==> config.mk <==
export PLATFORM = sky130hd
export DESIGN_NAME = log_record_checksum
export DESIGN_NICKNAME = d
export VERILOG_FILES = /design/src/lrc_pkg.sv /design/src/log_record_checksum.sv /design/src/lrc_core.sv
export SDC_FILE = /design/constraint.sdc
export NUM_CORES = 1
export LEC_CHECK = 0
export BUFFER_PORTS_ARGS = -buffer_cell sky130_fd_sc_hd__buf_4
export CAP_MARGIN = 20
export CORE_ASPECT_RATIO = 0.7
export CORE_MARGIN = 8
export CORE_UTILIZATION = 55
export DETAILED_ROUTE_END_ITERATION = 7
export GPL_TIMING_DRIVEN = 0
export PLACE_DENSITY = 0.73
export SYNTH_ARGS = -nofsm -noshare
export SYNTH_HDL_FRONTEND = slang
export SYNTH_HIERARCHICAL = 1
export SYNTH_SLANG_ARGS = --single-unit
==> constraint.sdc <==
create_clock -name clk_i -period 15.8 [get_ports clk_i]
set_clock_uncertainty 0.15 [all_clocks]
set_input_delay 0.79 -clock clk_i [delete_from_list [all_inputs] [get_ports clk_i]]
set_output_delay 0.79 -clock clk_i [all_outputs]
set_load 0.1 [all_outputs]
==> src/lrc_pkg.sv <==
// ----------------------------------------------------------------------------
// lrc_pkg: types and helpers for the log record checksum
// Item layouts, chunk sizes and the checksum fold.
// ----------------------------------------------------------------------------
package lrc_pkg;

  localparam logic ACT_HEADER  = 1'b0;
  localparam logic ACT_CONTENT = 1'b1;

  localparam logic [3:0] CHUNK_NONE = 4'd0;
  localparam logic [3:0] CHUNK_B1   = 4'd1;
  localparam logic [3:0] CHUNK_B2   = 4'd2;
  localparam logic [3:0] CHUNK_B4   = 4'd4;
  localparam logic [3:0] CHUNK_B8   = 4'd8;

  typedef struct packed {
    logic               action;
    logic signed [63:0] record_id;
    logic signed [31:0] content_length;
    logic [15:0]        record_type;
    logic [7:0]         expected_sum;
    logic [7:0]         content_byte;
  } item_t;

  typedef struct packed {
    logic [7:0] checksum_byte;
    logic       sum_matches;
  } result_t;

  // Largest chunk that still fits in the bytes left.
  function automatic logic [3:0] pick_chunk(input logic [30:0] left);
    logic [3:0] size;
    if (left >= 31'd8) begin
      size = CHUNK_B8;
    end else if (left >= 31'd4) begin
      size = CHUNK_B4;
    end else if (left >= 31'd2) begin
      size = CHUNK_B2;
    end else begin
      size = CHUNK_B1;
    end
    return size;
  endfunction

  // Fold by 32, 16 and 8 by adding the high half to the low half; only the low byte is kept,
  // so each step needs only the low half of the previous one.
  function automatic logic [7:0] fold_sum(input logic [63:0] s);
    logic [31:0] s32;
    logic [15:0] s16;
    logic [7:0]  s8;
    s32 = s[31:0] + s[63:32];
    s16 = s32[15:0] + s32[31:16];
    s8  = s16[7:0] + s16[15:8];
    return s8;
  endfunction

endpackage

==> src/log_record_checksum.sv <==
// ----------------------------------------------------------------------------
// log_record_checksum: one-byte checksum over a log record, computed and checked
//
//   channel  direction  payload
//   s_axis   in         tdata: record_id, content_length, record_type,
//                              expected_sum, content_byte; tuser: action
//   m_axis   out        tdata: checksum_byte, sum_matches
//
// One item per cycle sustained while the result is not stalled. An item is
// held in the input register, is folded into the record state by lrc_core
// and, when it closes a record, lands in the result register.
// Reset is asynchronous and leaves no record open and both registers empty.
// A stalled result holds the core; the input register still takes one item.
// ----------------------------------------------------------------------------
module log_record_checksum (
  input  logic         clk_i,
  input  logic         rst_ni,
  input  logic         s_axis_tvalid,
  output logic         s_axis_tready,
  // [63:0] record_id, [95:64] content_length, [111:96] record_type,
  // [119:112] expected_sum, [127:120] content_byte
  input  logic [127:0] s_axis_tdata,
  // [0] action
  input  logic [0:0]   s_axis_tuser,
  output logic         m_axis_tvalid,
  input  logic         m_axis_tready,
  // [7:0] checksum_byte, [8] sum_matches, [15:9] zero
  output logic [15:0]  m_axis_tdata
);

  // Input register
  logic             in_valid_q, in_valid_d;
  lrc_pkg::item_t   in_item_q;
  logic             advance;

  // Result register
  logic             out_valid_q, out_valid_d;
  lrc_pkg::result_t out_res_q;

  logic             emit;
  lrc_pkg::result_t result;

  // Advance the held item whenever the result slot is free or draining.
  assign advance       = in_valid_q && (!out_valid_q || m_axis_tready);
  assign s_axis_tready = !in_valid_q || advance;

  always_comb begin
    in_valid_d = in_valid_q;
    if (s_axis_tvalid && s_axis_tready) begin
      in_valid_d = 1'b1;
    end else if (advance) begin
      in_valid_d = 1'b0;
    end
  end

  always_ff @(posedge clk_i or negedge rst_ni) begin
    if (!rst_ni) begin
      in_valid_q <= 1'b0;
    end else begin
      in_valid_q <= in_valid_d;
    end
  end

  // Capture the item payload on acceptance.
  always_ff @(posedge clk_i) begin
    if (s_axis_tvalid && s_axis_tready) begin
      in_item_q.action         <= s_axis_tuser[0];
      in_item_q.record_id      <= s_axis_tdata[63:0];
      in_item_q.content_length <= s_axis_tdata[95:64];
      in_item_q.record_type    <= s_axis_tdata[111:96];
      in_item_q.expected_sum   <= s_axis_tdata[119:112];
      in_item_q.content_byte   <= s_axis_tdata[127:120];
    end
  end

  lrc_core u_core (
    .clk_i    (clk_i),
    .rst_ni   (rst_ni),
    .take_i   (advance),
    .item_i   (in_item_q),
    .emit_o   (emit),
    .result_o (result)
  );

  // Load a result when the advancing item closes a record; drop it when taken.
  always_comb begin
    out_valid_d = out_valid_q;
    if (advance && emit) begin
      out_valid_d = 1'b1;
    end else if (m_axis_tready) begin
      out_valid_d = 1'b0;
    end
  end

  always_ff @(posedge clk_i or negedge rst_ni) begin
    if (!rst_ni) begin
      out_valid_q <= 1'b0;
    end else begin
      out_valid_q <= out_valid_d;
    end
  end

  always_ff @(posedge clk_i) begin
    if (advance && emit) begin
      out_res_q <= result;
    end
  end

  assign m_axis_tvalid = out_valid_q;
  assign m_axis_tdata  = {7'b0, out_res_q.sum_matches, out_res_q.checksum_byte};

endmodule

==> src/lrc_core.sv <==
// ----------------------------------------------------------------------------
// lrc_core: record state and per-item update
// Holds the running sums and chunk assembly; updates once per taken item.
// ----------------------------------------------------------------------------
module lrc_core (
  input  logic             clk_i,
  input  logic             rst_ni,
  input  logic             take_i,
  input  lrc_pkg::item_t   item_i,
  output logic             emit_o,
  output lrc_pkg::result_t result_o
);

  logic [63:0] record_sum_q, record_sum_d;
  logic [63:0] chunk_acc_q, chunk_acc_d;
  logic [30:0] bytes_left_q, bytes_left_d;
  logic [63:0] chunk_word_q, chunk_word_d;
  logic [2:0]  chunk_fill_q, chunk_fill_d;
  logic [3:0]  chunk_size_q, chunk_size_d;
  logic [7:0]  expected_q, expected_d;
  logic        open_q, open_d;

  logic [63:0] hdr_sum;
  logic [63:0] word_new;
  logic [3:0]  fill_new;
  logic [63:0] word_ext;
  logic [63:0] acc_new;
  logic [63:0] sum_new;
  logic [30:0] left_new;
  logic [7:0]  folded;

  assign hdr_sum = item_i.record_id
                 + {{32{item_i.content_length[31]}}, item_i.content_length}
                 + {16'b0, item_i.record_type, 32'b0};

  assign word_new = chunk_word_q | ({56'b0, item_i.content_byte} << {chunk_fill_q, 3'b000});
  assign fill_new = {1'b0, chunk_fill_q} + 4'd1;

  always_comb begin
    case (chunk_size_q)
      lrc_pkg::CHUNK_B1: word_ext = {{56{word_new[7]}}, word_new[7:0]};
      lrc_pkg::CHUNK_B2: word_ext = {{48{word_new[15]}}, word_new[15:0]};
      lrc_pkg::CHUNK_B4: word_ext = {{32{word_new[31]}}, word_new[31:0]};
      default:           word_ext = word_new;
    endcase
  end

  assign acc_new  = chunk_acc_q + word_ext;
  assign sum_new  = record_sum_q + acc_new;
  assign left_new = bytes_left_q - {27'b0, chunk_size_q};

  always_comb begin
    record_sum_d = record_sum_q;
    chunk_acc_d  = chunk_acc_q;
    bytes_left_d = bytes_left_q;
    chunk_word_d = chunk_word_q;
    chunk_fill_d = chunk_fill_q;
    chunk_size_d = chunk_size_q;
    expected_d   = expected_q;
    open_d       = open_q;
    emit_o       = 1'b0;
    folded       = lrc_pkg::fold_sum(hdr_sum);
    if (item_i.action == lrc_pkg::ACT_HEADER) begin
      expected_d   = item_i.expected_sum;
      record_sum_d = hdr_sum;
      chunk_acc_d  = '0;
      chunk_word_d = '0;
      chunk_fill_d = '0;
      if (item_i.content_length == 32'sd0 || item_i.content_length[31]) begin
        bytes_left_d = '0;
        chunk_size_d = lrc_pkg::CHUNK_NONE;
        open_d       = 1'b0;
        emit_o       = 1'b1;
      end else begin
        bytes_left_d = item_i.content_length[30:0];
        chunk_size_d = lrc_pkg::pick_chunk(item_i.content_length[30:0]);
        open_d       = 1'b1;
      end
    end else if (open_q) begin
      if (fill_new < chunk_size_q) begin
        chunk_fill_d = fill_new[2:0];
        chunk_word_d = word_new;
      end else begin
        chunk_acc_d  = acc_new;
        record_sum_d = sum_new;
        bytes_left_d = left_new;
        chunk_word_d = '0;
        chunk_fill_d = '0;
        folded       = lrc_pkg::fold_sum(sum_new);
        if (left_new == 31'd0) begin
          chunk_size_d = lrc_pkg::CHUNK_NONE;
          open_d       = 1'b0;
          emit_o       = 1'b1;
        end else begin
          chunk_size_d = lrc_pkg::pick_chunk(left_new);
        end
      end
    end
  end

  assign result_o.checksum_byte = folded;
  assign result_o.sum_matches   = (folded == expected_d);

  always_ff @(posedge clk_i or negedge rst_ni) begin
    if (!rst_ni) begin
      record_sum_q <= '0;
      chunk_acc_q  <= '0;
      bytes_left_q <= '0;
      chunk_word_q <= '0;
      chunk_fill_q <= '0;
      chunk_size_q <= lrc_pkg::CHUNK_NONE;
      expected_q   <= '0;
      open_q       <= 1'b0;
    end else if (take_i) begin
      record_sum_q <= record_sum_d;
      chunk_acc_q  <= chunk_acc_d;
      bytes_left_q <= bytes_left_d;
      chunk_word_q <= chunk_word_d;
      chunk_fill_q <= chunk_fill_d;
      chunk_size_q <= chunk_size_d;
      expected_q   <= expected_d;
      open_q       <= open_d;
    end
  end

endmodule

==> impl_metrics.yaml, run 1 <==
status:
  status: "complete, no violations"
routing:
  wl_met1_um: 47600
  drc: 0
  antenna_left: 0
  dr.pass1.iters: 7
  drt_iter0_drc: 3300
  avgViaCountPerCell: 6.33
  top_layer: "met5"
  wl_um: 106000
  dr_total_vias: 28806
  wl_per_cell_um: 23.2
  wl_met2_um: 40200
  wl_met3_um: 14900
placed_design:
  gp_congestion: 1.02
  placed_area_sq_um: 34000
  place_ws_ns: 1.06
  port_buffers: 143
  place_hpwl_um: 85100
logic_synthesis:
  syn_area_sq_um: 31800
  ys_seq_area_frac: 0.320
  syn_inst: 3570
  ys.flop_type: "dfrtp_1"
  yosysUniqueCellTypes: 110
  synthArstFlopShare: 0.636
  synth_edf_count: 138
  ys_ff_latch: 379
  synth_area_leaders: "dfrtp_1 19%, ha_1 14%, edfxtp_1 13%"
  syn-mean-instance-area_sq_um: 8.90
  synth_area_leader_cell: "dfrtp_1"
  yosysWarningCount: 6
  netlist.area_leader.share: 0.190
setup_path:
  slowest_stage: "nor3_1"
  cp.arrival_ns: 14.97
  startpoint: "u_core/chunk_fill_q[0]"
  required_ns: 16.00
  startpoint_type: "register"
  r2r_setup_slack_ns: 1.03
  end_kind: "register"
  path_class: "register to register"
  critPathMaxStageDelay_ns: 0.77
  crit_fanout: 10
  r2r_start: "u_core/chunk_fill_q[0]"
global_routing:
  grt_antenna_before_repair: 3
  grt_use_total: 0.313
  grt_pass1_wl_um: 159000
  grt_max_degree: 107
  grt_pass1_vias: 26449
  overflow: 0
die:
  fp-row-count: 73
  die_h_um: 217
  die_x_um: 303
  dieArea_sq_um: 65800
  core_sq_um: 56900
  start_util: 0.558
  num_io_pins: 151
clock_network:
  clkSinkCount: 379
  cts_made_buffers: 41
  clk_pin_slew_ns: 0.07
  h-tree-depth: 2
  clkLatencyLatePin_ns: 0.60
  tritoncts: "yes"
  clock_path_buffers: 3
  clockRootBuffer: "clkbuf_16"
  cts_setup_buffers: 0
flow_run:
  maxCapViolCount: 0
sta:
  final-setup-viol-count: 0
  slew_viol_final: 0
  fin_crit_sh: 0.935
  hold_violations: 0
  worst_pin_slew_ns: 1.19
  rsz0062_at_grt: "false"
  fmax_mhz: 67.7
  slew_headroom: 0.210
  period_needed_ns: 14.77
  finalSetupTns_ns: 0
  worst_slack_ns: 1.03
layout:
  layout.nets: 4281
  syn_to_final_growth_pct: 11.8
  multi_input_area_sq_um: 20500
  num-fill-cells: 4993
  final_area_sq_um: 35500
  final_util: 0.624
  drive_gt1_frac: 0.0839
  regArea_sq_um: 10200
  diodes: 0
worst_hold_path:
  hp-start: "s_axis_tdata[118]"
  worstHoldPathType: "primary input to register"
state kept, by name (all words and copies together), names as in the netlist:
signal	flops
m_axis_tdata	9
u_core/open_q	1
m_axis_tvalid	1
u_core/chunk_word_q	64
u_core/chunk_fill_q	3
u_core/chunk_size_q	4
u_core/expected_q	8
u_core/bytes_left_q	31
u_core/chunk_acc_q	64
in_valid_q	1
in_item_q	129
u_core/record_sum_q	64
logic make-up after synthesis:
kind of cell / synth area share
other: 0.000118
xor gates and xnor gates: 0.0832
DFF: 0.320
buffers and inverters: 0.0363
AOI/OAI and AO/OA: 0.257
muxes: 0.00839
adders and majority gates: 0.155
and+or+nand+nor: 0.140
area by class of cell:
class,count,area share
inverters,130,0.0137
flip-flops and latches,379,0.286
clock buffers,47,0.0307
well taps,750,0.0264
multi-input cells,2914,0.576
repair buffers,152,0.0358
plain buffers,153,0.0187
clock inverters,29,0.0122
critical path, delay by kind of cell (launching register included):
family,cells,cell delay [ns]
buffers and inverters,5,0.60
flip-flops,1,0.40
XOR/XNOR,8,2.05
AO/OA/AOI/OAI,32,7.03
AND/OR/NAND/NOR,11,2.08
adder cells (fa/ha/maj),7,2.17
metal layers:
metal  global-route usage  up-vias
li1                     -    13559
met1                0.465    13568
met2                0.410     1488
met3                0.126      187
met4               0.0873        4
met5                    0        -
cells in the mapped netlist (7+ instances only):
master     instances
or2_2             12
nand4_1           46
a2111oi_0          7
mux2i_1           21
nor3_1            52
fa_1              26
a21boi_0           8
buf_4              8
edfxtp_1         138
and3_1            29
nand3_1           67
a211oi_1          44
inv_1            130
xor2_1            93
o21ai_0          181
xnor2_1          198
nor4_1            24
o211ai_1          19
nor2b_1           36
or4_1              9
ha_1             351
nand2_1          310
o21ai_1           24
a211o_1            7
a21o_1           155
nand2b_1          28
o31ai_1            9
clkbuf_1         115
buf_1             17
a21oi_1          454
o21bai_1          54
dfrtp_1          241
a31oi_1           26
a22o_1            70
nor2_1           274
or3_1              8
and2_1            21
nor3b_1            8
a22oi_1           48
o21a_1            36
metrics by stage:
stage,hold WS [ns],std cells
final,0.217,4554
after global routing,0.199,4554
after CTS,0.185,4554
after detailed placement,0.315,4477
after global placement,0.308,4469
after floorplan,0.286,3576
path summary, 6_finish.rpt:
kind | cells past startpoint | endpoint
max | 63 | m_axis_tdata[8]
min | 1 | in_item_q[14]
max reg2reg | 63 | m_axis_tdata[8]
min reg2reg | 2 | u_core/expected_q[4]
max in group asynchronous | 3 | u_core/bytes_left_q[27]
min in group asynchronous | 2 | u_core/chunk_acc_q[56]
cells in the final DEF, fill, tap and decap left out, drive strengths merged, types with 8 or more instances in the layout:
| cell | Yosys | layout |
|---|---|---|
| inv | 130 | 132 |
| mux2i | 21 | 21 |
| nand3 | 67 | 67 |
| buf | 33 | 184 |
| xor2 | 93 | 93 |
| nor3 | 53 | 53 |
| o21ai | 209 | 209 |
| bufinv | 0 | 10 |
| a2111oi | 11 | 11 |
| a21o | 159 | 159 |
| edfxtp | 138 | 138 |
| nor2 | 276 | 276 |
| o31ai | 12 | 12 |
| a31oi | 27 | 27 |
| clkinv | 0 | 14 |
| a221o | 8 | 8 |
| nor2b | 36 | 36 |
| and2 | 25 | 25 |
| o21a | 37 | 37 |
| fa | 26 | 26 |
| dfrtp | 241 | 241 |
| nand2 | 310 | 310 |
| or3 | 8 | 8 |
| nor3b | 8 | 8 |
| a21oi | 457 | 457 |
| o21bai | 54 | 54 |
| a22oi | 48 | 48 |
| ha | 351 | 351 |
| a22o | 70 | 70 |
| clkbuf | 120 | 167 |
| a211oi | 48 | 48 |
| a21boi | 11 | 11 |
| nand4 | 46 | 46 |
| nor4 | 25 | 25 |
| or2 | 15 | 15 |
| xnor2 | 201 | 201 |
| nand2b | 29 | 29 |
| and3 | 32 | 32 |
| or4 | 9 | 9 |
| o211ai | 19 | 19 |
repair_timing:
item | CTS | global route
gates resized for setup | 0 | 2
endpoints found under the hold margin | 43 | 0
hold buffers | 1 | 0
setup endpoints to repair | 0 | 2
Power of run 1 is left out: the tool's default activity adds up to more than one toggle a clock period on the data nets, which glitch-free logic cannot reach.
==> run 2, diff against run 1 <==
--- a/config.mk
+++ b/config.mk
@@ -7,7 +7,6 @@
 export LEC_CHECK = 0
 export BUFFER_PORTS_ARGS = -buffer_cell sky130_fd_sc_hd__buf_4
 export CAP_MARGIN = 20
-export CORE_ASPECT_RATIO = 0.7
 export CORE_MARGIN = 8
 export CORE_UTILIZATION = 55
 export DETAILED_ROUTE_END_ITERATION = 7
==> impl_metrics.yaml, run 2 (synthesis results as in run 1) <==
clock_network:
  clkSinkCount: 379
  clockRootBuffer: "clkbuf_16"
  h-tree-depth: 2
  clock_path_buffers: 3
  clk_pin_slew_ns: 0.06
  cts_made_buffers: 44
  tritoncts: "yes"
  clkLatencyLatePin_ns: 0.60
setup_path:
  end_kind: "register"
  cp.arrival_ns: 14.99
  r2r_setup_slack_ns: 1.02
  crit_buf_inv: 7
  startpoint_type: "register"
  slowest_stage: "clkbuf_1"
  path_class: "register to register"
  required_ns: 16.01
  crit_fanout: 10
  critPathMaxStageDelay_ns: 0.54
  critPathTopFamily: "compound AO/OA/AOI/OAI gates"
worst_hold_path:
  worstHoldPathType: "primary input to register"
routing:
  drc: 0
  wl_per_cell_um: 22.2
  drt_iter0_drc: 2603
  antenna_left: 0
  avgViaCountPerCell: 6.22
  wl_um: 102000
  dr_total_vias: 28435
  dr.pass1.iters: 8
layout:
  largest_reg_flops: 129
  largest_register: "in_item_q"
  final_cell_mix: "454 x a21oi_1, 351 x ha_1, 310 x nand2_1"
  regArea_sq_um: 10200
  final_common_cell: "a21oi_1"
  multi_input_area_sq_um: 20500
  final_util: 0.618
  layout.nets: 4283
  syn_to_final_growth_pct: 11.6
  drive_gt1_frac: 0.0832
  num-fill-cells: 4992
placed_design:
  gp_congestion: 0.972
  place_ws_ns: 1.09
  port_buffers: 143
  place_hpwl_um: 81400
sta:
  worst_slack_ns: 1.02
  final-setup-viol-count: 0
  period_needed_ns: 14.78
  holdWs_ns: 0.215
  fin_crit_sh: 0.935
  worst_pin_slew_ns: 1.16
  slew_headroom: 0.226
  slew_viol_final: 0
  fmax_mhz: 67.7
  rsz0062_at_grt: "false"
  hold_violations: 0
  finalSetupTns_ns: 0
die:
  die_x_um: 256
  start_util: 0.554
  die_h_um: 256
  core_sq_um: 57400
  dieArea_sq_um: 65700
  num_io_pins: 151
  fp-row-count: 88
global_routing:
  grt_pass1_vias: 27094
  grt_pass1_wl_um: 155000
  grt_max_degree: 96
  grt_use_total: 0.297
  grt_antenna_before_repair: 2
  overflow: 0
flow_run:
  maxCapViolCount: 0
status:
  status: "complete, no violations"
[run 2: cell count changes in the layout (fill, tap and decap cells not counted), moves of 2 or more]
| cell | change |
|---|---|
| clkbuf_16 | +3 |
| clkinv_4 | +2 |
| clkbuf_1 | +6 |
| bufinv_16 | -7 |
| clkinvlp_4 | -2 |
| diode_2 | +2 |
[run 2: path summary, 6_finish.rpt]
path / startpoint / endpoint / depth (start not counted)
worst min register to register: in_item_q[14] / u_core/expected_q[6] / 2
min in group asynchronous: rst_ni / u_core/chunk_acc_q[56] / 2
worst min-delay path: s_axis_tdata[116] / in_item_q[12] / 1
worst max-delay path: in_item_q[0] / m_axis_tdata[8] / 65
worst max register to register: in_item_q[0] / m_axis_tdata[8] / 65
max in group asynchronous: rst_ni / u_core/bytes_left_q[27] / 3
[run 2: what timing repair did]
action | in CTS | in global routing
buffers inserted | 0 | 0
setup endpoints to repair | 0 | 2
resized for setup | 0 | 5
hold endpoints to repair | 8 | 0
hold buffers | 1 | 0
[run 2: cell type report]
| type | count | share of cell area |
|---|---|---|
| antenna | 2 | 0.000141 |
| buffer | 153 | 0.0188 |
| clock buffer | 58 | 0.0340 |
| clock inverter | 23 | 0.00650 |
| inverter | 130 | 0.0138 |
| multi-input combinational | 2914 | 0.578 |
| sequential | 379 | 0.287 |
| tap | 765 | 0.0270 |
| timing repair buffer | 151 | 0.0351 |
[run 2: worst reg2reg max path, delay by kind of cell (launching register included)]
kind	cells	cell delay, ns
adder cells (fa/ha/maj)	8	2.53
AND/OR/NAND/NOR	10	1.18
XOR/XNOR	8	2.30
flip-flops	1	0.32
buffers and inverters	7	1.35
AO/OA/AOI/OAI	32	6.72
[run 2: through the flow]
stage	cell area (sq um)	instances
final	35400	4575
after global routing	35400	4573
after CTS	35400	4573
after detailed placement	34000	4491
after global placement	33800	4484
after floorplan	31800	3576
[run 2: metal layers]
| metal | wire, um | track usage | share of wire |
|---|---|---|---|
| met5 | 10 | 0 | 0.000098 |
| met1 | 42000 | 0.389 | 0.41 |
| met4 | 5720 | 0.150 | 0.056 |
| met3 | 7670 | 0.0411 | 0.076 |
| met2 | 46200 | 0.479 | 0.45 |
Power of run 2 is left out for the same reason.
